$ cat config.mk
export PLATFORM = sky130hd
export DESIGN_NAME = blda_queue
export DESIGN_NICKNAME = d
export VERILOG_FILES = /design/src/design/blda_pkg.sv /design/src/design/blda_queue.sv
export SDC_FILE = /design/constraint.sdc
export NUM_CORES = 1
export LEC_CHECK = 0
export BUFFER_PORTS_ARGS = -buffer_cell sky130_fd_sc_hd__clkbuf_2
export CAP_MARGIN = 20
export CELL_PAD_IN_SITES_DETAIL_PLACEMENT = 0
export CELL_PAD_IN_SITES_GLOBAL_PLACEMENT = 1
export CORE_MARGIN = 2
export CORE_UTILIZATION = 42
export DETAILED_ROUTE_END_ITERATION = 7
export MAX_ROUTING_LAYER = met4
export PLACE_DENSITY_LB_ADDON = 0.1
export REMOVE_ABC_BUFFERS = 1
export SLEW_MARGIN = 30
export SYNTH_ARGS = -nofsm -noshare
export SYNTH_HDL_FRONTEND = slang
export SYNTH_SLANG_ARGS = --single-unit
$ cat constraint.sdc
create_clock -name clk -period 9 [get_ports clk]
set_input_delay 1.8 -clock clk [delete_from_list [all_inputs] [get_ports clk]]
set_output_delay 1.8 -clock clk [all_outputs]
set_load 0.03 [all_outputs]
$ cat src/design/blda_pkg.sv
// Shared types, widths and register indexes for the block-linear deswizzle
// address generator. No dependencies; used by every blda module and the top.
`timescale 1ns / 1ps

package blda_pkg;

  // Address and field widths
  localparam int ADDR_BITS_DEF = 44;
  localparam int ADDR_FIELD_W  = 44;
  localparam int FULL_W        = 48;
  localparam int CFG_INDEX_W   = 3;
  localparam int CFG_DATA_W    = 44;

  // Request queue between front and back
  localparam int Q_DEPTH = 4;
  localparam int Q_PTR_W = $clog2(Q_DEPTH);
  localparam int Q_CNT_W = $clog2(Q_DEPTH + 1);

  // Internal arithmetic widths
  localparam int XB_W    = 19;
  localparam int ZH_W    = 26;
  localparam int ZHY_W   = 27;
  localparam int WB_W    = 20;
  localparam int GPR_W   = 14;
  localparam int HAL_W   = 16;
  localparam int SLICE_W = 36;
  localparam int YQ_W    = 11;
  localparam int GOB_W   = 30;
  localparam int LIN_W   = ZHY_W + WB_W;
  localparam int SLAB_W  = 11 + SLICE_W;
  localparam int YG_W    = YQ_W + GPR_W;

  // GOB geometry
  localparam int GOB_ROW_LOG2    = 6;
  localparam int PITCH_ALIGN_LOG2 = 5;
  localparam int GOB_BYTES_LOG2  = 9;
  localparam int GOB_ROWS_LOG2   = 3;

  // Register indexes
  localparam logic [CFG_INDEX_W-1:0] REG_LAYOUT_MODE     = 3'd0;
  localparam logic [CFG_INDEX_W-1:0] REG_WIDTH_BLOCKS    = 3'd1;
  localparam logic [CFG_INDEX_W-1:0] REG_HEIGHT_BLOCKS   = 3'd2;
  localparam logic [CFG_INDEX_W-1:0] REG_SLICE_COUNT     = 3'd3;
  localparam logic [CFG_INDEX_W-1:0] REG_BYTES_PER_BLOCK = 3'd4;
  localparam logic [CFG_INDEX_W-1:0] REG_GOB_STACK_LOG2  = 3'd5;
  localparam logic [CFG_INDEX_W-1:0] REG_SOURCE_BYTES    = 3'd6;

  // Layout modes
  localparam logic LAYOUT_BLOCK = 1'b0;
  localparam logic LAYOUT_PITCH = 1'b1;

  typedef struct packed {
    logic [13:0] block_x;
    logic [13:0] block_y;
    logic [10:0] slice_z;
  } in_item_t;

  typedef struct packed {
    logic [ADDR_FIELD_W-1:0] src_address;
    logic [ADDR_FIELD_W-1:0] dst_address;
    logic [4:0]              copy_bytes;
  } out_item_t;

  typedef struct packed {
    logic        layout_mode;
    logic [14:0] width_blocks;
    logic [14:0] height_blocks;
    logic [11:0] slice_count;
    logic [4:0]  bytes_per_block;
    logic [2:0]  gob_stack_log2;
    logic [43:0] source_bytes;
  } cfg_t;

  typedef struct packed {
    logic [WB_W-1:0]    wb;
    logic [GPR_W-1:0]   gpr;
    logic [WB_W-1:0]    pitch;
    logic [SLICE_W-1:0] slice_size;
  } geom_t;

  typedef struct packed {
    logic            in_range;
    logic [XB_W-1:0] xb;
    logic [ZH_W-1:0] zh;
    logic [13:0]     block_y;
    logic [10:0]     slice_z;
  } q_item_t;

endpackage

$ cat src/design/blda_queue.sv
// Short request queue between front and back end, drained one request per
// cycle. Depends on blda_pkg.
`timescale 1ns / 1ps

module blda_queue (
  input  logic                         clk,
  input  logic                         rst_n,
  input  logic                         push,
  input  blda_pkg::q_item_t            push_data,
  output logic [blda_pkg::Q_CNT_W-1:0] q_count,
  output logic                         pop_valid,
  output blda_pkg::q_item_t            pop_data
);

  blda_pkg::q_item_t mem [blda_pkg::Q_DEPTH];

  logic [blda_pkg::Q_PTR_W-1:0] wr_ptr_r, wr_ptr_nxt;
  logic [blda_pkg::Q_PTR_W-1:0] rd_ptr_r, rd_ptr_nxt;
  logic [blda_pkg::Q_CNT_W-1:0] count_r, count_nxt;
  logic                         rd_valid_r;
  blda_pkg::q_item_t            rd_data_r;
  logic                         pop;

  always_comb begin
    pop        = count_r != '0;
    wr_ptr_nxt = push ? wr_ptr_r + blda_pkg::Q_PTR_W'(1) : wr_ptr_r;
    rd_ptr_nxt = pop ? rd_ptr_r + blda_pkg::Q_PTR_W'(1) : rd_ptr_r;
    count_nxt  = count_r + blda_pkg::Q_CNT_W'(push) - blda_pkg::Q_CNT_W'(pop);
  end

  always_ff @(posedge clk) begin
    if (!rst_n) begin
      wr_ptr_r   <= '0;
      rd_ptr_r   <= '0;
      count_r    <= '0;
      rd_valid_r <= 1'b0;
    end else begin
      wr_ptr_r   <= wr_ptr_nxt;
      rd_ptr_r   <= rd_ptr_nxt;
      count_r    <= count_nxt;
      rd_valid_r <= pop;
    end
  end

  always_ff @(posedge clk) begin
    if (push) begin
      mem[wr_ptr_r] <= push_data;
    end
    if (pop) begin
      rd_data_r <= mem[rd_ptr_r];
    end
  end

  assign q_count   = count_r;
  assign pop_valid = rd_valid_r;
  assign pop_data  = rd_data_r;

endmodule

; Yosys cells after proc, flatten, opt, wreduce, memory -nomap -nowiden
; Memories as Yosys holds them, arrays and structs flattened. A register that Yosys moved wholly into a read port is not among the register bits.
; Cells that the tools add are included.
[classes]
n_mul = 0
bitwise = 0
n_mux = 2
n_div = 0
order_cmp = 0
n_shift = 0
n_eq_ne = 0
addsub = 4
n_reduce_logical = 1
[op_table]
columns = cell, n
row1 = adder 2 x 1 -> 2 bit (second input constant), 2
row2 = adder 3 x 1 -> 3 bit, 1
row3 = nonzero test 3 bit, 1
row4 = subtractor 3 x 1 -> 3 bit, 1
row5 = 2-to-1 mux 1 bit, 2
[totals]
word_cells = 12
input_bits = 74
ram_bits = 284
romBits = 0
latch_bits = 0
output_inout_bits = 75
memories = 1
ff_bits = 8
[mem_list]
columns = memory, words, word_bits, rd, rd_clocked_by_memory_dff, write_ports, line
row1 = mem, 4, 71, 1, 1, 1, blda_queue.sv:15  ; blda_pkg::q_item_t mem [blda_pkg::Q_DEPTH];

; Longest topological paths before layout
[logic_depth]
ltp_word = 2
mapped_depth = 7
depth_no_buf = 7

; Least setup slack after synthesis
; OpenSTA, ideal clock, no wires.
[synth_path]
kind = input to register
from = input port push
to = memory mem[3][0] (netlist bit) (enable)
path_slack_ps = 5101
path_buffers = 0
cell_stages = 1
required_ps = 8563
arrival_ps = 3463
setup_time_ps = 437
cell_sequence = and2_1
[synth_via]
elab_chain_len = 2
[synth_rtl]
columns = item, line
row1 = "start, declared", blda_queue.sv:8  ; input logic push,
row2 = 2-to-1 mux 1 bit, blda_queue.sv:46  ; if (push) begin
row3 = 2-to-1 mux 1 bit (implied by the code), blda_queue.sv:47  ; mem[wr_ptr_r] <= push_data;
row4 = "end, declared", blda_queue.sv:15
; No other way between the ends.

; Worst setup path after layout
[layout_path]
from = register count_r (netlist bit q_count[2])
to = output port q_count[2] (netlist bit)
[layout_rtl]
columns = item, line
row1 = "start, declared", blda_queue.sv:19  ; logic [blda_pkg::Q_CNT_W-1:0] count_r, count_nxt;
row2 = "start signal, assigned", blda_queue.sv:40  ; count_r <= count_nxt;
row3 = "end, declared", blda_queue.sv:10  ; output logic [blda_pkg::Q_CNT_W-1:0] q_count,
; No word-level cell between the ends.

==> impl_metrics.toml <==
[layout]
seqCellArea_sq_mm = 0.0108
layout_commonest_cell = "edfxtp_1"
syn_to_final_growth_pct = 19.2
fillers = 2442
nets = 744
most-common-layout-cells = "355 x edfxtp_1, 148 x clkbuf_2, 70 x mux4_2"
drive_above_1_share_pct = 41.3
multiInputGateArea_sq_mm = 0.00187

[floorplan]
die_h_microns = 179
pin_count = 149
core_sq_mm = 0.0304
fp-row-count = 64
fp.dieW_microns = 179
die-area_sq_mm = 0.0321
initial_core_util_pct = 42.3

[worst_setup_path]
cp_top_family = "flip-flops"
max_stage_delay_ps = 430
crit_chain = "clkbuf_2"
critPathArrivalTime_ps = 1190
worstSetupPathDepth = 1
path_max_fanout = 5
endpoint_kind = "output port"
r2r_slack_ps = 6480
endpoint = "q_count[2]"
crit_required_ps = 7200
cpMaxStageDelayCell = "dfxtp_1"
cp-start-kind = "flop"
critPathKind = "reg -> out"
r2r_cells = 2
r2r-start = "rd_ptr_r[0]"
crit_path_start = "q_count[2]"
critPathBufInv = 1
r2r_end = "pop_data[70]"

[route]
drcViolationCount = 0
ant_nets = 0
vias = 5412
viasPerCell = 4.96
drt-pass1-iter-count = 4
routed_wl_microns = 22600
wl_per_cell_microns = 20.7
detail_route.iter0.violations = 414

[cts]
cts_sinks = 363
cts_tree = "built"
cts_root_buf = "clkbuf_16"
cts_buffers = 38
htreeDepth = 2
clock_latency_ps = 510
clockBufferDepth = 3
post_cts_buffers = 0
clk_pin_slew_ps = 60
cts_resized = 0
holdBufCountCts = 0

[pwr]
pwr-share-clk_pct = 31.2
power.switching_uw = 1460
p_sw_share_pct = 28.7
p_per_area_mw_per_mm2 = 332
pwr-share-comb_pct = 22.4
internal_power_uw = 3630
seq_power_share_pct = 46.5
p_leak_uw = 0.00523
vdd_drop_max_mv = 0.192

[placed_design]
place.gp.congestion = 0.680
io_buffers = 148
hpwl_microns = 12600

[timing]
finalSetupViolCount = 0
max_freq_ghz = 0.334
timing.final.crit_share_pct = 33.2
hold_violations = 0
fin_crit_ps = 2990
hold_ws_ps = 568
fin_setup_tns_ps = 0
worst_pin_slew_ps = 810
slew_viol_final = 0
relSlewSlack_pct = 46.0
finalClockSkew_ps = 12.5
rsz0062_at_grt = "no"

[global_routing]
grt_remaining_overflow = 0
grt_pass1_vias = 5789
grt_antenna_before_repair = 4
grt_pass1_wl_microns = 33700
grt_start_max_net_pins = 72
grt_use_total_pct = 14.9

[logic_synthesis]
ys_seq_elements = 363
yosysUniqueCellTypes = 21
yosysSeqAreaShare_pct = 84.0
synth_cells = 483
synth_edf_count = 355
yosys_warnings = 0
synth_area_per_cell_sq_um = 26.7
async_flop_share_pct = 0
synth-main-ff-cell = "edfxtp_1"
syn_area_sq_mm = 0.0129

[flow_run]
maxCapViolations = 0

[hold_path]
min_path_type = "reg -> reg"

[outcome]
status = "finished clean"
[state kept, by name (all words and copies together), names as in the netlist]
register and cells:
q_count 3, mem 284, wr_ptr_r 2, rd_ptr_r 2, pop_valid 1, pop_data 71
[cells in the mapped netlist, drive strengths merged, types with 2 or more instances]
master	count	share of area, %
edfxtp	355	83
mux4	71	12
buf	16	1.5
ha	6	0.58
dfxtp	8	1.2
and2	9	0.44
inv	6	0.17
mux2i	2	0.16
[routing by layer]
| layer | routed length [microns] | GRT usage (%) |
|---|---|---|
| met1 | 9590 | 19.2 |
| met2 | 11100 | 22.9 |
| met3 | 1470 | 4.09 |
| met4 | 439 | 4.97 |
| met5 | 0 | - |
[how the worst min path moves through the flow]
stage | startpoint | endpoint | slack, ps | depth (start not counted)
floorplan | wr_ptr_r[1] | wr_ptr_r[1] | 530 | 2
global route | wr_ptr_r[1] | wr_ptr_r[1] | 610 | 2
CTS | wr_ptr_r[1] | wr_ptr_r[1] | 570 | 2
detailed placement | wr_ptr_r[1] | wr_ptr_r[1] | 570 | 2
global placement | wr_ptr_r[1] | wr_ptr_r[1] | 550 | 2
finish | wr_ptr_r[1] | wr_ptr_r[1] | 570 | 2
[metrics by stage]
| stage | power (uW) | std cells | util, % | area, sq um | setup slack [ps] |
|---|---|---|---|---|---|
| finish | 5090 | 1092 | 50.5 | 15400 | 6010 |
| global route | 5330 | 1092 | 50.5 | 15400 | 5950 |
| CTS | 5190 | 1088 | 50.4 | 15300 | 5990 |
| detailed placement | 3580 | 1019 | 46.2 | 14000 | 5730 |
| global placement | 3560 | 1017 | 46.0 | 14000 | 5540 |
| floorplan | 3220 | 467 | - | 12700 | 5020 |
[logic make-up (layout without fill, tap and decap cells)]
kind of cell	count (synthesis)	after routing	share of synthesized area, %
multiplexers	73	73	12.6
adder cells (fa/ha/maj)	7	7	0.738
flip-flops	363	363	84.0
other	0	4	0
XOR/XNOR	2	2	0.243
AND/OR/NAND/NOR	15	15	0.719
AO/OA/AOI/OAI	1	1	0.0680
buffers and inverters	22	231	1.66
[cell type report]
class	count	share of cell area [%]
Clock buffer	50	6.90
Clock inverter	19	1.54
Tap cell	396	3.23
Antenna cell	4	0.0652
Inverter	6	0.147
Sequential cell	363	70.5
Multi-Input combinational cell	98	12.1
Timing Repair Buffer	156	5.45
[power groups by stage]
stage	Sequential (uW)	Clock, uW	Combinational [uW]
after CTS	2380	1630	1170
after global routing	2400	1700	1220
after floorplan	2780	0	440
after detailed placement	2410	0	1170
after global placement	2410	0	1150
final	2370	1590	1140
[worst reg2reg max path, delay by kind of cell (launching register included)]
family,cells,cell delay (ps)
flops,1,840
buf+inv,1,780
mux,1,640
(Power assumes the default switching activity.)
