File: config.mk
export PLATFORM = sky130hd
export DESIGN_NAME = blda_front
export DESIGN_NICKNAME = d
export VERILOG_FILES = /design/src/design/blda_pkg.sv /design/src/design/blda_front.sv
export SDC_FILE = /design/constraint.sdc
export NUM_CORES = 1
export LEC_CHECK = 0
export CORE_ASPECT_RATIO = 1.4
export CORE_MARGIN = 5
export CORE_UTILIZATION = 45
export DETAILED_ROUTE_END_ITERATION = 6
export DONT_BUFFER_PORTS = 1
export PLACE_DENSITY_LB_ADDON = 0.2
export SKIP_CTS_REPAIR_TIMING = 1
export SLEW_MARGIN = 25
export SYNTH_ARGS = -nofsm -noshare
export SYNTH_HDL_FRONTEND = slang
export SYNTH_SLANG_ARGS = --single-unit
File: constraint.sdc
create_clock -name clk -period 4.7 [get_ports clk]
set_input_delay 0.235 -clock clk [delete_from_list [all_inputs] [get_ports clk]]
set_output_delay 0.235 -clock clk [all_outputs]
set_load 0.005 [all_outputs]
File: src/design/blda_pkg.sv
// Shared types, widths and register indexes for the block-linear deswizzle
// address generator. No dependencies; used by every blda module and the top.
`timescale 1ns / 1ps

package blda_pkg;

  // Address and field widths
  localparam int ADDR_BITS_DEF = 44;
  localparam int ADDR_FIELD_W  = 44;
  localparam int FULL_W        = 48;
  localparam int CFG_INDEX_W   = 3;
  localparam int CFG_DATA_W    = 44;

  // Request queue between front and back
  localparam int Q_DEPTH = 4;
  localparam int Q_PTR_W = $clog2(Q_DEPTH);
  localparam int Q_CNT_W = $clog2(Q_DEPTH + 1);

  // Internal arithmetic widths
  localparam int XB_W    = 19;
  localparam int ZH_W    = 26;
  localparam int ZHY_W   = 27;
  localparam int WB_W    = 20;
  localparam int GPR_W   = 14;
  localparam int HAL_W   = 16;
  localparam int SLICE_W = 36;
  localparam int YQ_W    = 11;
  localparam int GOB_W   = 30;
  localparam int LIN_W   = ZHY_W + WB_W;
  localparam int SLAB_W  = 11 + SLICE_W;
  localparam int YG_W    = YQ_W + GPR_W;

  // GOB geometry
  localparam int GOB_ROW_LOG2    = 6;
  localparam int PITCH_ALIGN_LOG2 = 5;
  localparam int GOB_BYTES_LOG2  = 9;
  localparam int GOB_ROWS_LOG2   = 3;

  // Register indexes
  localparam logic [CFG_INDEX_W-1:0] REG_LAYOUT_MODE     = 3'd0;
  localparam logic [CFG_INDEX_W-1:0] REG_WIDTH_BLOCKS    = 3'd1;
  localparam logic [CFG_INDEX_W-1:0] REG_HEIGHT_BLOCKS   = 3'd2;
  localparam logic [CFG_INDEX_W-1:0] REG_SLICE_COUNT     = 3'd3;
  localparam logic [CFG_INDEX_W-1:0] REG_BYTES_PER_BLOCK = 3'd4;
  localparam logic [CFG_INDEX_W-1:0] REG_GOB_STACK_LOG2  = 3'd5;
  localparam logic [CFG_INDEX_W-1:0] REG_SOURCE_BYTES    = 3'd6;

  // Layout modes
  localparam logic LAYOUT_BLOCK = 1'b0;
  localparam logic LAYOUT_PITCH = 1'b1;

  typedef struct packed {
    logic [13:0] block_x;
    logic [13:0] block_y;
    logic [10:0] slice_z;
  } in_item_t;

  typedef struct packed {
    logic [ADDR_FIELD_W-1:0] src_address;
    logic [ADDR_FIELD_W-1:0] dst_address;
    logic [4:0]              copy_bytes;
  } out_item_t;

  typedef struct packed {
    logic        layout_mode;
    logic [14:0] width_blocks;
    logic [14:0] height_blocks;
    logic [11:0] slice_count;
    logic [4:0]  bytes_per_block;
    logic [2:0]  gob_stack_log2;
    logic [43:0] source_bytes;
  } cfg_t;

  typedef struct packed {
    logic [WB_W-1:0]    wb;
    logic [GPR_W-1:0]   gpr;
    logic [WB_W-1:0]    pitch;
    logic [SLICE_W-1:0] slice_size;
  } geom_t;

  typedef struct packed {
    logic            in_range;
    logic [XB_W-1:0] xb;
    logic [ZH_W-1:0] zh;
    logic [13:0]     block_y;
    logic [10:0]     slice_z;
  } q_item_t;

endpackage

File: src/design/blda_front.sv
// Front end: accepts requests, checks surface bounds and forms the first
// products for the queue. Depends on blda_pkg.
`timescale 1ns / 1ps

module blda_front (
  input  logic                         clk,
  input  logic                         rst_n,
  input  logic                         start,
  output logic                         busy,
  input  blda_pkg::in_item_t           in_data,
  input  blda_pkg::cfg_t               cfg,
  input  logic [blda_pkg::Q_CNT_W-1:0] q_count,
  output logic                         push,
  output blda_pkg::q_item_t            push_data
);

  logic               f1_v_r, f1_v_nxt;
  blda_pkg::in_item_t f1_item_r;
  logic               f2_v_r, f2_v_nxt;
  blda_pkg::q_item_t  f2_item_r, f2_item_nxt;

  logic [blda_pkg::Q_CNT_W:0] occ;
  logic [11:0]                slices_eff;
  logic                       accept;

  always_comb begin
    occ = (blda_pkg::Q_CNT_W+1)'(q_count) + (blda_pkg::Q_CNT_W+1)'(f1_v_r)
        + (blda_pkg::Q_CNT_W+1)'(f2_v_r);
    busy   = occ >= (blda_pkg::Q_CNT_W+1)'(blda_pkg::Q_DEPTH);
    accept = start & ~busy;

    f1_v_nxt = accept;
    f2_v_nxt = f1_v_r;

    slices_eff = (cfg.slice_count == 12'd0) ? 12'd1 : cfg.slice_count;
    f2_item_nxt.in_range = ({1'b0, f1_item_r.block_x} < cfg.width_blocks)
                        && ({1'b0, f1_item_r.block_y} < cfg.height_blocks)
                        && ({1'b0, f1_item_r.slice_z} < slices_eff);
    f2_item_nxt.xb = blda_pkg::XB_W'(f1_item_r.block_x)
                   * blda_pkg::XB_W'(cfg.bytes_per_block);
    f2_item_nxt.zh = blda_pkg::ZH_W'(f1_item_r.slice_z)
                   * blda_pkg::ZH_W'(cfg.height_blocks);
    f2_item_nxt.block_y = f1_item_r.block_y;
    f2_item_nxt.slice_z = f1_item_r.slice_z;
  end

  always_ff @(posedge clk) begin
    if (!rst_n) begin
      f1_v_r <= 1'b0;
      f2_v_r <= 1'b0;
    end else begin
      f1_v_r <= f1_v_nxt;
      f2_v_r <= f2_v_nxt;
    end
  end

  always_ff @(posedge clk) begin
    if (accept) begin
      f1_item_r <= in_data;
    end
    f2_item_r <= f2_item_nxt;
  end

  assign push      = f2_v_r;
  assign push_data = f2_item_r;

endmodule

# Word-level counts from Yosys, hierarchy flattened
# Cells that the tools add are included.
dict set report op_classes {
  addsub 2
  multipliers 2
  div_mod_pow 0
  magnitude_cmp 4
  eq_ne 0
  n_shift 0
  mux 1
  bitwise_logic 2
  n_reduce_logical 3
}
# op n
set ops {}
lappend ops {{$lt A14 B15 Y1} 2}
lappend ops {{$mul A11 B15 Y26} 1}
lappend ops {{$mul A14 B5 Y19} 1}
lappend ops {{$logic_not A12 Y1} 1}
lappend ops {{$lt A11 B12 Y1} 1}
lappend ops {{$mux W12} 1}
lappend ops {{$add A3 B1 Y4} 1}
lappend ops {{$add A4 B1 Y4} 1}
lappend ops {{$ge A4 B3 Y1 const B} 1}
lappend ops {{$logic_and A1 B1 Y1} 2}
lappend ops {{$and A1 B1 Y1} 1}
lappend ops {{$not A1 Y1} 1}
dict set report totals {
  register_bits 112
  latchBits 0
  ramBits 0
  rom_bits 0
  inputBits 140
  out_inout_bits 73
  word_cells 24
  n_memories 0
}

# Logic depth before layout (Yosys ltp)
dict set report depth {
  ltp_word 5
  ltp_mapped 20
  mapped_depth_nobuf 19
}

# Worst setup path before layout
# OpenSTA, ideal clock, no wires.
dict set report synth_timing {
  path_kind {reg-to-reg}
  start {register f1_item_r[4] in the netlist's numbering}
  end {register f2_item_r (netlist bit push_data[47])}
  t_arrival_ns 5.091
  required_ns 4.577
  setup_slack_ns -0.514
  path_stages_with_launch 19
  path_buffers 1
  synth_period_minus_slack_ns 5.214
  path_cell_list {edfxtp_1 -> clkbuf_1 -> nand2_1 -> fa_1 -> fa_1 -> inv_1 -> fa_1 -> fa_1 -> inv_1 -> fa_1 -> inv_1 -> ha_1 -> a21o_1 -> a211oi_2 -> a21boi_0 -> a311o_1 -> a21oi_1 -> o21ai_1 -> xor2_1}
}
# item line_no
set synth_rtl {}
lappend synth_rtl {{start, declared} blda_front.sv:18} ;# blda_pkg::in_item_t f1_item_r;
lappend synth_rtl {{start signal, assigned} blda_front.sv:59} ;# f1_item_r <= in_data;
lappend synth_rtl {{end signal, assigned} blda_front.sv:61} ;# f2_item_r <= f2_item_nxt;
lappend synth_rtl {{end, declared} blda_front.sv:20} ;# blda_pkg::q_item_t f2_item_r, f2_item_nxt;

==> results.rst <==
.. list-table::
   :header-rows: 1

   * - Metric
     - Value
   * - # clock sinks
     - ~110
   * - Setup repair after global routing missed its margin
     - true
   * - Crit Reg-Reg Endpoint
     - push_data[48]
   * - Dominant cells by area after synthesis
     - sky130_fd_sc_hd__fa_1 27%, sky130_fd_sc_hd__ha_1 14%, sky130_fd_sc_hd__dfxtp_1 13%
   * - Peak ir drop on the vdd network
     - about 0.90 mV
   * - Clk slew on worst S/H paths
     - 0.09 ns
   * - Share of layout cells above drive strength 1
     - around 17%
   * - Startpoint of the lowest-slack register-to-register path
     - f1_item_r[7]
   * - DR vias
     - around 8000
   * - Final critical delay including setup and external delays
     - about 5.0 ns
   * - # rows
     - 68
   * - DR DRC count
     - 0
   * - Full die area
     - roughly 0.028 mm²
   * - Hold Crit Class
     - primary input to register
   * - Top cell type by total area after synthesis
     - sky130_fd_sc_hd__fa_1
   * - Number of warnings reported in the yosys synthesis log
     - 0
   * - Nets in the synthesized netlist
     - roughly 1500
   * - Final cell area excluding filler cells
     - around 0.013 mm²
   * - Aggregate global-route resource usage
     - between 20% and 30%
   * - Initial Util
     - 45.2%
   * - CP startpoint kind
     - register
   * - Boundary pin count
     - ~210
   * - Static leakage
     - between 0.006 and 0.007 µW
   * - Arrival time reported for the critical path endpoint
     - between 5 and 6 ns
   * - Detail Route Antenna Nets
     - 0
   * - Clock Skew
     - approximately 0.018 ns
   * - Pin count of the biggest net entering global routing
     - 40
   * - Final clock period utilization by the worst path
     - 106%
   * - Count of non-filler cells in the finished layout
     - 1563
   * - Global-route congestion overflow total
     - 0
   * - Initial antenna violation count
     - 1
   * - Number of enable flip-flop cells after synthesis
     - 39
   * - Power consumption
     - 7960 µW
   * - Worst Max-Slew Pin Slew
     - about 0.64 ns
   * - Simple-gate portion of the synthesized area
     - between 10% and 20%
   * - Violated checks
     - hold timing, setup timing
   * - Number of clock buffers inserted by TritonCTS
     - 9
   * - Power per standard cell area
     - between 500 and 600 mW/mm²
   * - Worst reg2reg path depth
     - 19
   * - Drt via density
     - around 5
   * - Count of distinct cell types in the synthesized netlist
     - 53
   * - Type of element capturing the critical path
     - register
   * - Number of failing setup endpoints in the final timing report
     - 10
   * - Run status
     - finished, violations left
   * - Overall routed net length
     - 28100 µm
   * - Data required time of the worst path
     - approximately 5.0 ns
   * - Global-route wire length before repair
     - approximately 43000 µm
   * - Flip-flop cell with the highest count after synthesis
     - sky130_fd_sc_hd__dfxtp_1
   * - Floorplan Core Area
     - ~0.025 mm²
   * - Slack of the worst reg-to-reg path
     - -0.28 ns
   * - Clock latency on the worst-skew pair
     - roughly 0.38 ns
   * - Peak fanout along the critical path
     - 5
   * - Total Negative Setup Slacks
     - -1.77 ns
   * - Max-slew headroom
     - 57.3%
   * - Destination of the critical timing path
     - push_data[48]
   * - Top post-synthesis cells by count
     - 216 x sky130_fd_sc_hd__inv_1, 152 x sky130_fd_sc_hd__fa_1, 132 x sky130_fd_sc_hd__nand2_1, 128 x sky130_fd_sc_hd__ha_1, 121 x sky130_fd_sc_hd__and2_1
   * - Iteration-0 DRC count of the detailed router
     - approximately 320
   * - Combinational family with the most area after synthesis
     - adder cells
   * - Share of the yosys chip area belonging to registers
     - a little under a quarter
   * - Syn_area_per_cell
     - ~10 µm²
   * - Path type of the worst setup path
     - register to register
   * - Launching element of the worst setup path
     - f1_item_r[7]
   * - Share of cell area taken by muxes after synthesis
     - less than 1%
   * - Final worst-path setup slack
     - -0.282 ns
   * - Post-synthesis register bit count
     - 112
   * - Post-synthesis adder-cell area fraction
     - about two fifths
   * - Syn Inst Count
     - 1129
   * - Die outline width
     - 143 µm
   * - Layout-stage area growth over the synthesis result
     - 20.1%
   * - Final count of pins violating max slew
     - 0
   * - Vertical die dimension
     - 196 µm
   * - Hold slack
     - -0.000316 ns
   * - Count of buffers from port buffering
     - 0
   * - Layout Nets
     - about 1700
   * - Routed len/inst
     - ~18 µm
   * - Cell Area, Synth
     - 0.0111 mm²
   * - Synthesized-area fraction occupied by xor and xnor cells
     - ~2.6%
   * - Fraction of registers with async set/reset
     - 0%
   * - Max Freq
     - ~200 MHz
   * - Detailed Place HPWL
     - 22500 µm
   * - TritonCTS clock tree
     - built
   * - Post-Place Cells
     - ~1500
   * - Clk root buf
     - sky130_fd_sc_hd__clkbuf_16
   * - Compound-Gate Fraction of Synth Area
     - 8.50%
   * - Cell with the most instances after synthesis
     - sky130_fd_sc_hd__inv_1
   * - Synth top area share
     - a little over a quarter
   * - First-pass iteration count of the detailed router
     - 4
   * - Final estimated routing congestion in global placement
     - between 0.8 and 0.9
   * - Max-capacitance violation count
     - 0
   * - Area of placed instances
     - about 0.012 mm²
   * - Number of H-tree levels
     - 3
   * - Final hold violation count
     - 1
   * - Number of global-route vias before repair
     - between 8000 and 9000
   * - Number of buffers on the longest clock path
     - 2
   * - Antenna diodes
     - 0
-- worst min-delay path by stage --
| stage | start | endpoint | slack (ns) | cells past startpoint |
|---|---|---|---|---|
| 5_1_grt | cfg[64] | push_data[25] | 0.003 | 1 |
| 3_3_place_gp | in_data[38] | f1_item_r[38] | 0.33 | 0 |
| 4_1_cts | in_data[3] | f1_item_r[3] | -0.07 | 0 |
| 2_1_floorplan | in_data[0] | f1_item_r[0] | 0.33 | 0 |
| 6_report | cfg[64] | push_data[25] | -0.0003 | 1 |
| 3_5_place_dp | in_data[38] | f1_item_r[38] | 0.33 | 0 |
-- layout make-up --
| type | instances | area (µm²) |
|---|---|---|
| Fill cell | 2196 | 11200 |
| Multi-Input combinational cell | 767 | 7990 |
| Sequential cell | 112 | 2630 |
| Timing Repair Buffer | 137 | 1190 |
| Inverter | 216 | 811 |
| Tap cell | 315 | 394 |
| Clock buffer | 10 | 229 |
| Clock inverter | 6 | 55.1 |
-- kinds of logic after synthesis --
family          Yosys count
compound gates          134
xor+xnor                 33
fa+ha+maj               280
buf+inv                 250
flops                   112
mux                       1
simple gates            319
-- per-stage QoR --
| step | utilization, % | worst slack, ns |
|---|---|---|
| floorplan | - | -0.0430 |
| global placement | 49.9 | -0.346 |
| detailed placement | 49.9 | -0.380 |
| CTS | 51.0 | -0.411 |
| global route | 54.3 | -0.438 |
| finish | 54.3 | -0.282 |
-- cells in the final DEF (no fill, tap or decap), types with 10 or more instances in the layout --
cell type                       synthesis  layout
sky130_fd_sc_hd__and2_1               121     113
sky130_fd_sc_hd__xnor2_1               21      19
sky130_fd_sc_hd__nor2_1                21      17
sky130_fd_sc_hd__dlygate4sd3_1          0      42
sky130_fd_sc_hd__o21a_1                10      10
sky130_fd_sc_hd__dfxtp_1               73      73
sky130_fd_sc_hd__a21oi_1               32      24
sky130_fd_sc_hd__inv_2                  0      11
sky130_fd_sc_hd__a21o_1                29      29
sky130_fd_sc_hd__edfxtp_1              39      39
sky130_fd_sc_hd__nand2_1              132     116
sky130_fd_sc_hd__ha_1                 128     112
sky130_fd_sc_hd__buf_4                  0      84
sky130_fd_sc_hd__inv_1                216     205
sky130_fd_sc_hd__ha_4                   0      16
sky130_fd_sc_hd__nand2_2                0      15
sky130_fd_sc_hd__xor2_1                12      12
sky130_fd_sc_hd__fa_1                 152     145
sky130_fd_sc_hd__o21ai_0               20      12
-- critical path, stage by stage, from the launching register on --
cell                       delay, ns
sky130_fd_sc_hd__edfxtp_1       0.45
sky130_fd_sc_hd__buf_4          0.17
sky130_fd_sc_hd__and2_1         0.15
sky130_fd_sc_hd__fa_1           0.49
sky130_fd_sc_hd__inv_1          0.06
sky130_fd_sc_hd__fa_1           0.55
sky130_fd_sc_hd__inv_1          0.05
sky130_fd_sc_hd__fa_1           0.46
sky130_fd_sc_hd__fa_1           0.51
sky130_fd_sc_hd__inv_1          0.05
sky130_fd_sc_hd__fa_1           0.49
sky130_fd_sc_hd__inv_2          0.05
sky130_fd_sc_hd__ha_4           0.23
sky130_fd_sc_hd__a21oi_4        0.13
sky130_fd_sc_hd__o21ai_1        0.08
sky130_fd_sc_hd__a21oi_2        0.17
sky130_fd_sc_hd__o21ai_4        0.11
sky130_fd_sc_hd__o31ai_4        0.24
sky130_fd_sc_hd__mux2_4         0.33
sky130_fd_sc_hd__a211oi_2       0.13
-- layer usage --
| metal | part of all wire [%] | track usage (%) | wire length [µm] |
|---|---|---|---|
| met1 | 36 | 21.5 | 10100 |
| met2 | 55 | 37.2 | 15600 |
| met3 | 6.8 | 6.41 | 1920 |
| met4 | 1.9 | 5.99 | 548 |
| met5 | 0.025 | 0 | 7 |
-- sequential cells by signal (all words and copies together), names as in the netlist --
| signal | flops |
|---|---|
| push | 1 |
| f1_v_r | 1 |
| f1_item_r | 39 |
| push_data | 71 |
-- power breakdown --
part / internal, µW / switching (µW)
combinational: 3050 / 2760
sequential: 1250 / 120
clock: 370 / 403
total: 4670 / 3290
(Power assumes the default switching activity.)
