[src/design/blda_pkg.sv]
// Shared types, widths and register indexes for the block-linear deswizzle
// address generator. No dependencies; used by every blda module and the top.
`timescale 1ns / 1ps

package blda_pkg;

  // Address and field widths
  localparam int ADDR_BITS_DEF = 44;
  localparam int ADDR_FIELD_W  = 44;
  localparam int FULL_W        = 48;
  localparam int CFG_INDEX_W   = 3;
  localparam int CFG_DATA_W    = 44;

  // Request queue between front and back
  localparam int Q_DEPTH = 4;
  localparam int Q_PTR_W = $clog2(Q_DEPTH);
  localparam int Q_CNT_W = $clog2(Q_DEPTH + 1);

  // Internal arithmetic widths
  localparam int XB_W    = 19;
  localparam int ZH_W    = 26;
  localparam int ZHY_W   = 27;
  localparam int WB_W    = 20;
  localparam int GPR_W   = 14;
  localparam int HAL_W   = 16;
  localparam int SLICE_W = 36;
  localparam int YQ_W    = 11;
  localparam int GOB_W   = 30;
  localparam int LIN_W   = ZHY_W + WB_W;
  localparam int SLAB_W  = 11 + SLICE_W;
  localparam int YG_W    = YQ_W + GPR_W;

  // GOB geometry
  localparam int GOB_ROW_LOG2    = 6;
  localparam int PITCH_ALIGN_LOG2 = 5;
  localparam int GOB_BYTES_LOG2  = 9;
  localparam int GOB_ROWS_LOG2   = 3;

  // Register indexes
  localparam logic [CFG_INDEX_W-1:0] REG_LAYOUT_MODE     = 3'd0;
  localparam logic [CFG_INDEX_W-1:0] REG_WIDTH_BLOCKS    = 3'd1;
  localparam logic [CFG_INDEX_W-1:0] REG_HEIGHT_BLOCKS   = 3'd2;
  localparam logic [CFG_INDEX_W-1:0] REG_SLICE_COUNT     = 3'd3;
  localparam logic [CFG_INDEX_W-1:0] REG_BYTES_PER_BLOCK = 3'd4;
  localparam logic [CFG_INDEX_W-1:0] REG_GOB_STACK_LOG2  = 3'd5;
  localparam logic [CFG_INDEX_W-1:0] REG_SOURCE_BYTES    = 3'd6;

  // Layout modes
  localparam logic LAYOUT_BLOCK = 1'b0;
  localparam logic LAYOUT_PITCH = 1'b1;

  typedef struct packed {
    logic [13:0] block_x;
    logic [13:0] block_y;
    logic [10:0] slice_z;
  } in_item_t;

  typedef struct packed {
    logic [ADDR_FIELD_W-1:0] src_address;
    logic [ADDR_FIELD_W-1:0] dst_address;
    logic [4:0]              copy_bytes;
  } out_item_t;

  typedef struct packed {
    logic        layout_mode;
    logic [14:0] width_blocks;
    logic [14:0] height_blocks;
    logic [11:0] slice_count;
    logic [4:0]  bytes_per_block;
    logic [2:0]  gob_stack_log2;
    logic [43:0] source_bytes;
  } cfg_t;

  typedef struct packed {
    logic [WB_W-1:0]    wb;
    logic [GPR_W-1:0]   gpr;
    logic [WB_W-1:0]    pitch;
    logic [SLICE_W-1:0] slice_size;
  } geom_t;

  typedef struct packed {
    logic            in_range;
    logic [XB_W-1:0] xb;
    logic [ZH_W-1:0] zh;
    logic [13:0]     block_y;
    logic [10:0]     slice_z;
  } q_item_t;

endpackage

[src/design/blda_back.sv]
// Back end: GOB and pitch address pipeline, bounds test against the source
// size and the result register. Depends on blda_pkg.
`timescale 1ns / 1ps

module blda_back #(
  parameter int ADDR_BITS = blda_pkg::ADDR_BITS_DEF
) (
  input  logic                clk,
  input  logic                rst_n,
  input  blda_pkg::cfg_t      cfg,
  input  blda_pkg::geom_t     geom,
  input  logic                pop_valid,
  input  blda_pkg::q_item_t   pop_data,
  output logic                out_strobe,
  output blda_pkg::out_item_t out_data
);

  localparam int OUT_BITS = (ADDR_BITS < blda_pkg::ADDR_FIELD_W) ? ADDR_BITS
                                                                 : blda_pkg::ADDR_FIELD_W;
  localparam logic [blda_pkg::ADDR_FIELD_W-1:0] ADDR_MASK =
    {blda_pkg::ADDR_FIELD_W{1'b1}} >> (blda_pkg::ADDR_FIELD_W - OUT_BITS);

  // Stage 1
  logic                       b1_v_r;
  logic                       b1_ok_r;
  logic [blda_pkg::ZHY_W-1:0] b1_zhy_r, b1_zhy_nxt;
  logic [blda_pkg::YQ_W-1:0]  b1_yq_r, b1_yq_nxt;
  logic [10:0]                b1_z_r;
  logic [blda_pkg::XB_W-1:0]  b1_xb_r;
  logic [blda_pkg::GOB_W-1:0] b1_gob_r, b1_gob_nxt;

  // Stage 2
  logic                        b2_v_r;
  logic                        b2_ok_r;
  logic [blda_pkg::LIN_W-1:0]  b2_dst_m_r, b2_dst_m_nxt;
  logic [blda_pkg::LIN_W-1:0]  b2_pitch_m_r, b2_pitch_m_nxt;
  logic [blda_pkg::SLAB_W-1:0] b2_slab_m_r, b2_slab_m_nxt;
  logic [blda_pkg::YG_W-1:0]   b2_yg_m_r, b2_yg_m_nxt;
  logic [blda_pkg::XB_W-1:0]   b2_xb_r;
  logic [blda_pkg::GOB_W-1:0]  b2_gob_r;

  // Stage 3
  logic                        b3_v_r;
  logic                        b3_ok_r;
  logic [blda_pkg::FULL_W-1:0] b3_src_r, b3_src_nxt;
  logic [blda_pkg::FULL_W-1:0] b3_dst_r, b3_dst_nxt;

  // Result
  logic                out_strobe_r;
  blda_pkg::out_item_t out_data_r, out_data_nxt;

  logic [3:0]                  sh_lo;
  logic [4:0]                  sh_hi;
  logic [blda_pkg::YQ_W-1:0]   ymask;
  logic [blda_pkg::YQ_W-1:0]   ymid;
  logic [blda_pkg::GOB_W-1:0]  term2;
  logic [blda_pkg::GOB_W-1:0]  term3;
  logic [8:0]                  low9;
  logic [blda_pkg::FULL_W-1:0] ygs;
  logic [blda_pkg::FULL_W-1:0] size_ext;
  logic [blda_pkg::FULL_W-1:0] end_sum;
  logic                        fits;
  logic                        below;
  logic [4:0]                  tail;

  always_comb begin
    sh_lo = 4'(blda_pkg::GOB_ROWS_LOG2) + 4'(cfg.gob_stack_log2);
    sh_hi = 5'(blda_pkg::GOB_BYTES_LOG2) + 5'(cfg.gob_stack_log2);

    // Stage 1: row index and GOB-local offset
    b1_zhy_nxt = blda_pkg::ZHY_W'(pop_data.zh) + blda_pkg::ZHY_W'(pop_data.block_y);
    b1_yq_nxt  = blda_pkg::YQ_W'(pop_data.block_y >> sh_lo);
    ymask      = (blda_pkg::YQ_W'(1) << cfg.gob_stack_log2) - blda_pkg::YQ_W'(1);
    ymid       = pop_data.block_y[13:3] & ymask;
    term2      = blda_pkg::GOB_W'(pop_data.xb[blda_pkg::XB_W-1:blda_pkg::GOB_ROW_LOG2]) << sh_hi;
    term3      = blda_pkg::GOB_W'(ymid) << blda_pkg::GOB_BYTES_LOG2;
    low9       = {pop_data.xb[5], pop_data.block_y[2:1], pop_data.xb[4],
                  pop_data.block_y[0], pop_data.xb[3:0]};
    b1_gob_nxt = term2 | term3 | blda_pkg::GOB_W'(low9);

    // Stage 2: products
    b2_dst_m_nxt   = b1_zhy_r * blda_pkg::LIN_W'(geom.wb);
    b2_pitch_m_nxt = b1_zhy_r * blda_pkg::LIN_W'(geom.pitch);
    b2_slab_m_nxt  = blda_pkg::SLAB_W'(b1_z_r) * blda_pkg::SLAB_W'(geom.slice_size);
    b2_yg_m_nxt    = blda_pkg::YG_W'(b1_yq_r) * blda_pkg::YG_W'(geom.gpr);

    // Stage 3: full-precision addresses
    ygs = blda_pkg::FULL_W'(b2_yg_m_r) << sh_hi;
    if (cfg.layout_mode == blda_pkg::LAYOUT_PITCH) begin
      b3_src_nxt = blda_pkg::FULL_W'(b2_pitch_m_r) + blda_pkg::FULL_W'(b2_xb_r);
    end else begin
      b3_src_nxt = blda_pkg::FULL_W'(b2_slab_m_r) + ygs + blda_pkg::FULL_W'(b2_gob_r);
    end
    b3_dst_nxt = blda_pkg::FULL_W'(b2_dst_m_r) + blda_pkg::FULL_W'(b2_xb_r);

    // Result: source bounds and copy size
    size_ext = blda_pkg::FULL_W'(cfg.source_bytes);
    end_sum  = b3_src_r + blda_pkg::FULL_W'(cfg.bytes_per_block);
    fits     = end_sum <= size_ext;
    below    = b3_src_r < size_ext;
    tail     = cfg.source_bytes[4:0] - b3_src_r[4:0];

    out_data_nxt = '0;
    if (b3_ok_r) begin
      out_data_nxt.src_address = b3_src_r[blda_pkg::ADDR_FIELD_W-1:0] & ADDR_MASK;
      out_data_nxt.dst_address = b3_dst_r[blda_pkg::ADDR_FIELD_W-1:0] & ADDR_MASK;
      if (fits) begin
        out_data_nxt.copy_bytes = cfg.bytes_per_block;
      end else if ((cfg.layout_mode == blda_pkg::LAYOUT_PITCH) && below) begin
        out_data_nxt.copy_bytes = tail;
      end
    end
  end

  always_ff @(posedge clk) begin
    if (!rst_n) begin
      b1_v_r       <= 1'b0;
      b2_v_r       <= 1'b0;
      b3_v_r       <= 1'b0;
      out_strobe_r <= 1'b0;
    end else begin
      b1_v_r       <= pop_valid;
      b2_v_r       <= b1_v_r;
      b3_v_r       <= b2_v_r;
      out_strobe_r <= b3_v_r;
    end
  end

  always_ff @(posedge clk) begin
    b1_ok_r      <= pop_data.in_range;
    b1_zhy_r     <= b1_zhy_nxt;
    b1_yq_r      <= b1_yq_nxt;
    b1_z_r       <= pop_data.slice_z;
    b1_xb_r      <= pop_data.xb;
    b1_gob_r     <= b1_gob_nxt;

    b2_ok_r      <= b1_ok_r;
    b2_dst_m_r   <= b2_dst_m_nxt;
    b2_pitch_m_r <= b2_pitch_m_nxt;
    b2_slab_m_r  <= b2_slab_m_nxt;
    b2_yg_m_r    <= b2_yg_m_nxt;
    b2_xb_r      <= b1_xb_r;
    b2_gob_r     <= b1_gob_r;

    b3_ok_r      <= b2_ok_r;
    b3_src_r     <= b3_src_nxt;
    b3_dst_r     <= b3_dst_nxt;

    out_data_r   <= out_data_nxt;
  end

  assign out_strobe = out_strobe_r;
  assign out_data   = out_data_r;

endmodule

[config.mk]
export PLATFORM = sky130hd
export DESIGN_NAME = blda_back
export DESIGN_NICKNAME = d
export VERILOG_FILES = /design/src/design/blda_pkg.sv /design/src/design/blda_back.sv
export SDC_FILE = /design/constraint.sdc
export NUM_CORES = 2
export LEC_CHECK = 0
export BUFFER_PORTS_ARGS = -buffer_cell sky130_fd_sc_hd__buf_4
export CORE_ASPECT_RATIO = 1.75
export CORE_MARGIN = 2
export CORE_UTILIZATION = 59
export CTS_CLUSTER_DIAMETER = 150
export CTS_CLUSTER_SIZE = 20
export DETAILED_ROUTE_END_ITERATION = 10
export PLACE_DENSITY = 0.79
export SLEW_MARGIN = 10
export SYNTH_ARGS = -nofsm -noshare
export SYNTH_HDL_FRONTEND = slang
export SYNTH_SLANG_ARGS = --single-unit
[constraint.sdc]
create_clock -name clk -period 7 [get_ports clk]
set_input_delay 0.7 -clock clk [delete_from_list [all_inputs] [get_ports clk]]
set_output_delay 0.7 -clock clk [all_outputs]
set_load 0.01 [all_outputs]
## Yosys cells after proc, flatten, opt, wreduce, memory -nomap -nowiden

Index checks and enable logic that the tools add are counted.

| storage, ports and cells | value |
|---|---|
| flip-flop bits (word level) | 502 |
| bits in latches | 0 |
| memory bits (writable) | 0 |
| bits in read-only memories | 0 |
| input port bits | 259 |
| output and inout port bits | 94 |
| logic and storage cells | 50 |
| memories | 0 |

| cells by class | value |
|---|---|
| $add $sub $neg | 10 |
| multipliers | 4 |
| div/mod/pow operators | 0 |
| order comparisons | 2 |
| equality and inequality tests | 0 |
| shift-type cells | 4 |
| multiplexer cells | 3 |
| bitwise gates (word level) | 3 |
| reductions and logical operators | 1 |

Operators by type and width:

| kind | count |
|---|---|
| $add A47 B19 Y48 | 1 |
| $add A47 B48 Y48 | 1 |
| $add A48 B30 Y48 | 1 |
| $add A48 B5 Y48 | 1 |
| $le A48 B44 Y1 | 1 |
| $lt A48 B44 Y1 | 1 |
| $mux W48 | 1 |
| $shl A25 B5 Y48 | 1 |
| $mul A11 B36 Y47 | 1 |
| $mul A27 B20 Y47 | 1 |
| $add A44 B19 Y44 | 1 |
| $mul A27 B20 Y44 | 1 |
| $or A30 B20 Y30 | 1 |
| $or A30 B9 Y30 | 1 |
| $shl A13 B5 Y30 | 1 |
| $add A26 B14 Y27 | 1 |
| $mul A11 B14 Y25 | 1 |
| $shr A14 B4 Y11 | 1 |
| $and A11 B11 Y11 | 1 |
| $shl A1 B3 Y11 const A | 1 |
| $sub A11 B2 Y11 const B | 1 |
| $mux W5 | 2 |
| $add A4 B3 Y5 const A | 1 |
| $sub A5 B5 Y5 | 1 |
| 2 further kinds | 2 |

## Logic depth before layout (Yosys ltp)

| depth | value |
|---|---|
| depth in word-level cells | 5 |
| mapped depth | 28 |
| mapped depth without buffers | 26 |

## Worst setup path after synthesis

Ideal clock, no wire load.

| path | value |
|---|---|
| path type | in2reg |
| start | in geom[81] (netlist name) |
| end | reg b2_dst_m_r[41] (netlist name) |
| library setup time | 0.132 ns |
| arrival | 7.137 ns |
| required time | 6.868 ns |
| setup slack | -0.269 ns |
| stages on the path | 24 |
| path buffers | 2 |
| cell sequence | clkbuf_1 -> clkbuf_1 -> nand2_1 -> fa_1 -> fa_1 -> fa_1 -> fa_1 -> inv_1 -> fa_1 -> fa_1 -> inv_1 -> fa_1 -> inv_1 -> ha_1 -> a21o_1 -> a21o_1 -> a211o_1 -> or2_2 -> o31ai_1 -> a2111oi_2 -> nor3_2 -> o21ai_4 -> nand4_1 -> or3b_2 |

| on the way | value |
|---|---|
| longest elaborated chain between the ends | 1 |

RTL lines:

| element | RTL line | RTL |
|---|---|---|
| start: declaration | blda_back.sv:11 | `input blda_pkg::geom_t geom,` |
| $mul A27 B20 Y44 | blda_back.sv:82 | `b2_dst_m_nxt = b1_zhy_r * blda_pkg::LIN_W'(geom.wb);` |
| via b2_dst_m_nxt (one bit) | blda_back.sv:35 | `logic [blda_pkg::LIN_W-1:0] b2_dst_m_r, b2_dst_m_nxt;` |
| end signal: assignment | blda_back.sv:138 | `b2_dst_m_r <= b2_dst_m_nxt;` |
| end: declaration | blda_back.sv:35 |  |

The timed path passes the listed nets, and every way through them passes these cells.
A chain may end at the register's enable or synchronous reset.

## Final worst setup path

| path | value |
|---|---|
| start | reg b1_zhy_r[19] (netlist name) |
| end | reg b2_dst_m_r[41] (netlist name) |

| on the way | value |
|---|---|
| longest elaborated chain between the ends | 1 |

RTL lines:

| element | RTL line | RTL |
|---|---|---|
| start: declaration | blda_back.sv:26 | `logic [blda_pkg::ZHY_W-1:0] b1_zhy_r, b1_zhy_nxt;` |
| start signal: assignment | blda_back.sv:131 | `b1_zhy_r <= b1_zhy_nxt;` |
| $mul A27 B20 Y44 | blda_back.sv:82 |  |
| via b2_dst_m_nxt (one bit) | blda_back.sv:35 |  |

The timed path passes the listed nets, and every way through them passes these cells.

==> impl_metrics.ini <==
[outcome]
status = complete, but fails checks
violations = negative setup slack

[setup_path]
ff2ff_setup_slack_ps = -70
crit_path_start_kind = flip-flop
path_class = flip-flop to flip-flop
arrival_ps = 7600
critPathCaptureType = flip-flop
required_ps = 7520
worstPathMaxFanout = 8

[global_route]
antenna_found_initial = 17
grt_use_total = 0.351
grt_max_degree = 95
grt_pass1_vias = 66660
grt-ovfl-total = 0
grt_pass1_wl_um = 350000

[yosys]
synthesis.area_um2 = 75000
synthTopCellsByArea = fa_1, dfxtp_1, ha_1
synth-edff-count = 0
yosysMostFrequentCell = inv_1
synth_nets = 10598
synth_seq_area_share = 0.134
synth_cell_type_count = 89
synthArstFlopShare = 0
synthTopCellsByCount = inv_1, fa_1, nand2_1
synth_top_area_frac = 0.357
syn_inst = 8341
yosysWarnings = 0
synth-seq-cells = 502
avgSynthCellArea_um2 = 8.99
yosysTopAreaCell = fa_1
ys.flop_type = dfxtp_1

[clock_network]
clock_path_buffers = 3
cts_tree = yes
clk_pin_slew_ps = 110
h-tree-depth = 1
worstSkewPairLatency_ps = 680
hold_buffers = 0
root_buffer = clkbuf_16
cts.sinks = 502
cts_buffers = 29

[layout]
stdcell_count = 10458
multiInputGateArea_um2 = 58800
nNetsFinal = 11044
regArea_um2 = 10100
drive_gt1_frac = 0.121
stdcell_area_um2 = 84000
n_fill_cell = 9938
syn_to_final_growth_pct = 12.1

[sta]
finalMaxSlewViolations = 0
setup_viol = 3
max_slew_margin = 0.176
layout_min_cycle_time_ps = 7070
period_share = 1.01
worstMarginPinSlew_ps = 1240
rsz0062_at_grt = true
max_freq_mhz = 141
finalHoldViolCount = 0
holdWs_ps = 117
fin_ws_ps = -74.6
finClkSkew_ps = 26.5

[floorplan]
die_h_um = 476
die_w_um = 273
initial_core_util = 0.592
io_pins = 353
row_count = 173
dieArea_um2 = 130000
core_area_um2 = 127000

[placement]
numPortBuffers = 310
place_ws_ps = -753
finalWeightedCongestion = 1.06
dpl_cell_area_um2 = 81800
dpl.hpwl_um = 190000
dp_cells = 10376

[route]
viasPerCell = 5.76
routed_wl_um = 227000
ant_nets = 0
wire_per_inst_um = 21.7
drc = 0
vias = 60256
drtIter0Drc = 3059
firstDrtPassIters = 8

[job]
drv_cap = 0

[min_path]
hold_class = input port to flip-flop
## cell type report
cell class	count	area share
multi-input combinational	5982	0.700
sequential	502	0.120
timing repair buffer	808	0.0810
inverter	1464	0.0654
tap	1662	0.0248
clock buffer	29	0.00864
clock inverter	3	0.000343
antenna	8	0.000238
## cells by family (layout without fill, tap and decap cells)
logic type / count (synthesis) / count (layout) / synth area share
mux: 91 / 91 / 0.0150
buf+inv: 1857 / 2304 / 0.0931
other cells: 0 / 8 / 0
flops: 502 / 502 / 0.134
simple gates: 2633 / 2633 / 0.172
fa+ha+maj: 1998 / 1998 / 0.468
compound gates: 946 / 946 / 0.0813
xor+xnor: 314 / 314 / 0.0367
## per-stage QoR
| stage | setup TNS (ps) | util |
|---|---|---|
| final | -118 | 0.663 |
| after global routing | -1640 | 0.663 |
| after CTS | -162 | 0.656 |
| after detailed placement | -14240 | 0.646 |
| after global placement | -10960 | 0.646 |
| after floorplan | -2.86 | - |
## placed cells by master (no fill, tap or decap), drive strengths merged, types with 41 or more instances in the layout
| cell | instances |
|---|---|
| ha | 660 |
| mux2i | 58 |
| nand2b | 43 |
| o21ai | 190 |
| buf | 806 |
| nand4 | 49 |
| fa | 1338 |
| dfxtp | 502 |
| and2 | 814 |
| nand2 | 1161 |
| a211oi | 41 |
| nand3 | 102 |
| a21oi | 293 |
| xnor2 | 224 |
| o21bai | 42 |
| nor3 | 65 |
| o21a | 45 |
| xor2 | 90 |
| nor2 | 234 |
| a21o | 125 |
| and3 | 41 |
| inv | 1464 |
## layer usage
metal / wire length [µm] / share of wire / track usage
met5: 82 / 0.00036 / 0
met4: 24300 / 0.11 / 0.310
met3: 14100 / 0.062 / 0.0615
met2: 119000 / 0.52 / 0.652
met1: 69200 / 0.31 / 0.326
## worst max-delay path, stage by stage (launching register included)
cell and delay, ps:
dfxtp_2 370, buf_12 160, buf_4 140, nand2_1 70, fa_1 510, inv_1 60
fa_1 520, inv_1 50, fa_1 490, inv_1 50, fa_1 570, fa_2 460
fa_1 480, inv_1 50, fa_1 490, inv_1 50, ha_2 180, a21o_1 180
a21o_1 180, a211o_1 300, or2_2 310, o31ai_2 90, a2111oi_4 100, nor3_4 280
o21ai_4 70, buf_4 170, nand4_1 90, or3b_2 450
## path summary, 6_finish.rpt
check                     from              to  cells past startpoint
setup reg to reg  b1_zhy_r[19]  b2_dst_m_r[41]                     27
hold / removal     pop_data[2]       b1_z_r[2]                      1
hold reg to reg   b1_gob_r[28]    b2_gob_r[28]                      0
setup / recovery  b1_zhy_r[19]  b2_dst_m_r[41]                     27
## timing repair
| action | CTS | global route |
|---|---|---|
| cloned | 1 | 2 |
| pin swaps | 47 | 118 |
| setup endpoints to repair | 23 | 23 |
| resized for setup | 87 | 132 |
| buffers inserted | 15 | 29 |
## sequential cells by signal, indices dropped and copies added, names as in the netlist, 11 cells and up
signal	count
out_data	93
b3_src_r	48
b2_pitch_m_r	47
b2_slab_m_r	47
b2_dst_m_r	44
b3_dst_r	44
b1_gob_r	30
b2_gob_r	30
b1_zhy_r	27
b2_yg_m_r	25
b1_xb_r	19
b2_xb_r	19
b1_yq_r	11
b1_z_r	11
Power is left out: the tool's default activity adds up to more than one toggle a clock period on the data nets, which glitch-free logic cannot reach.
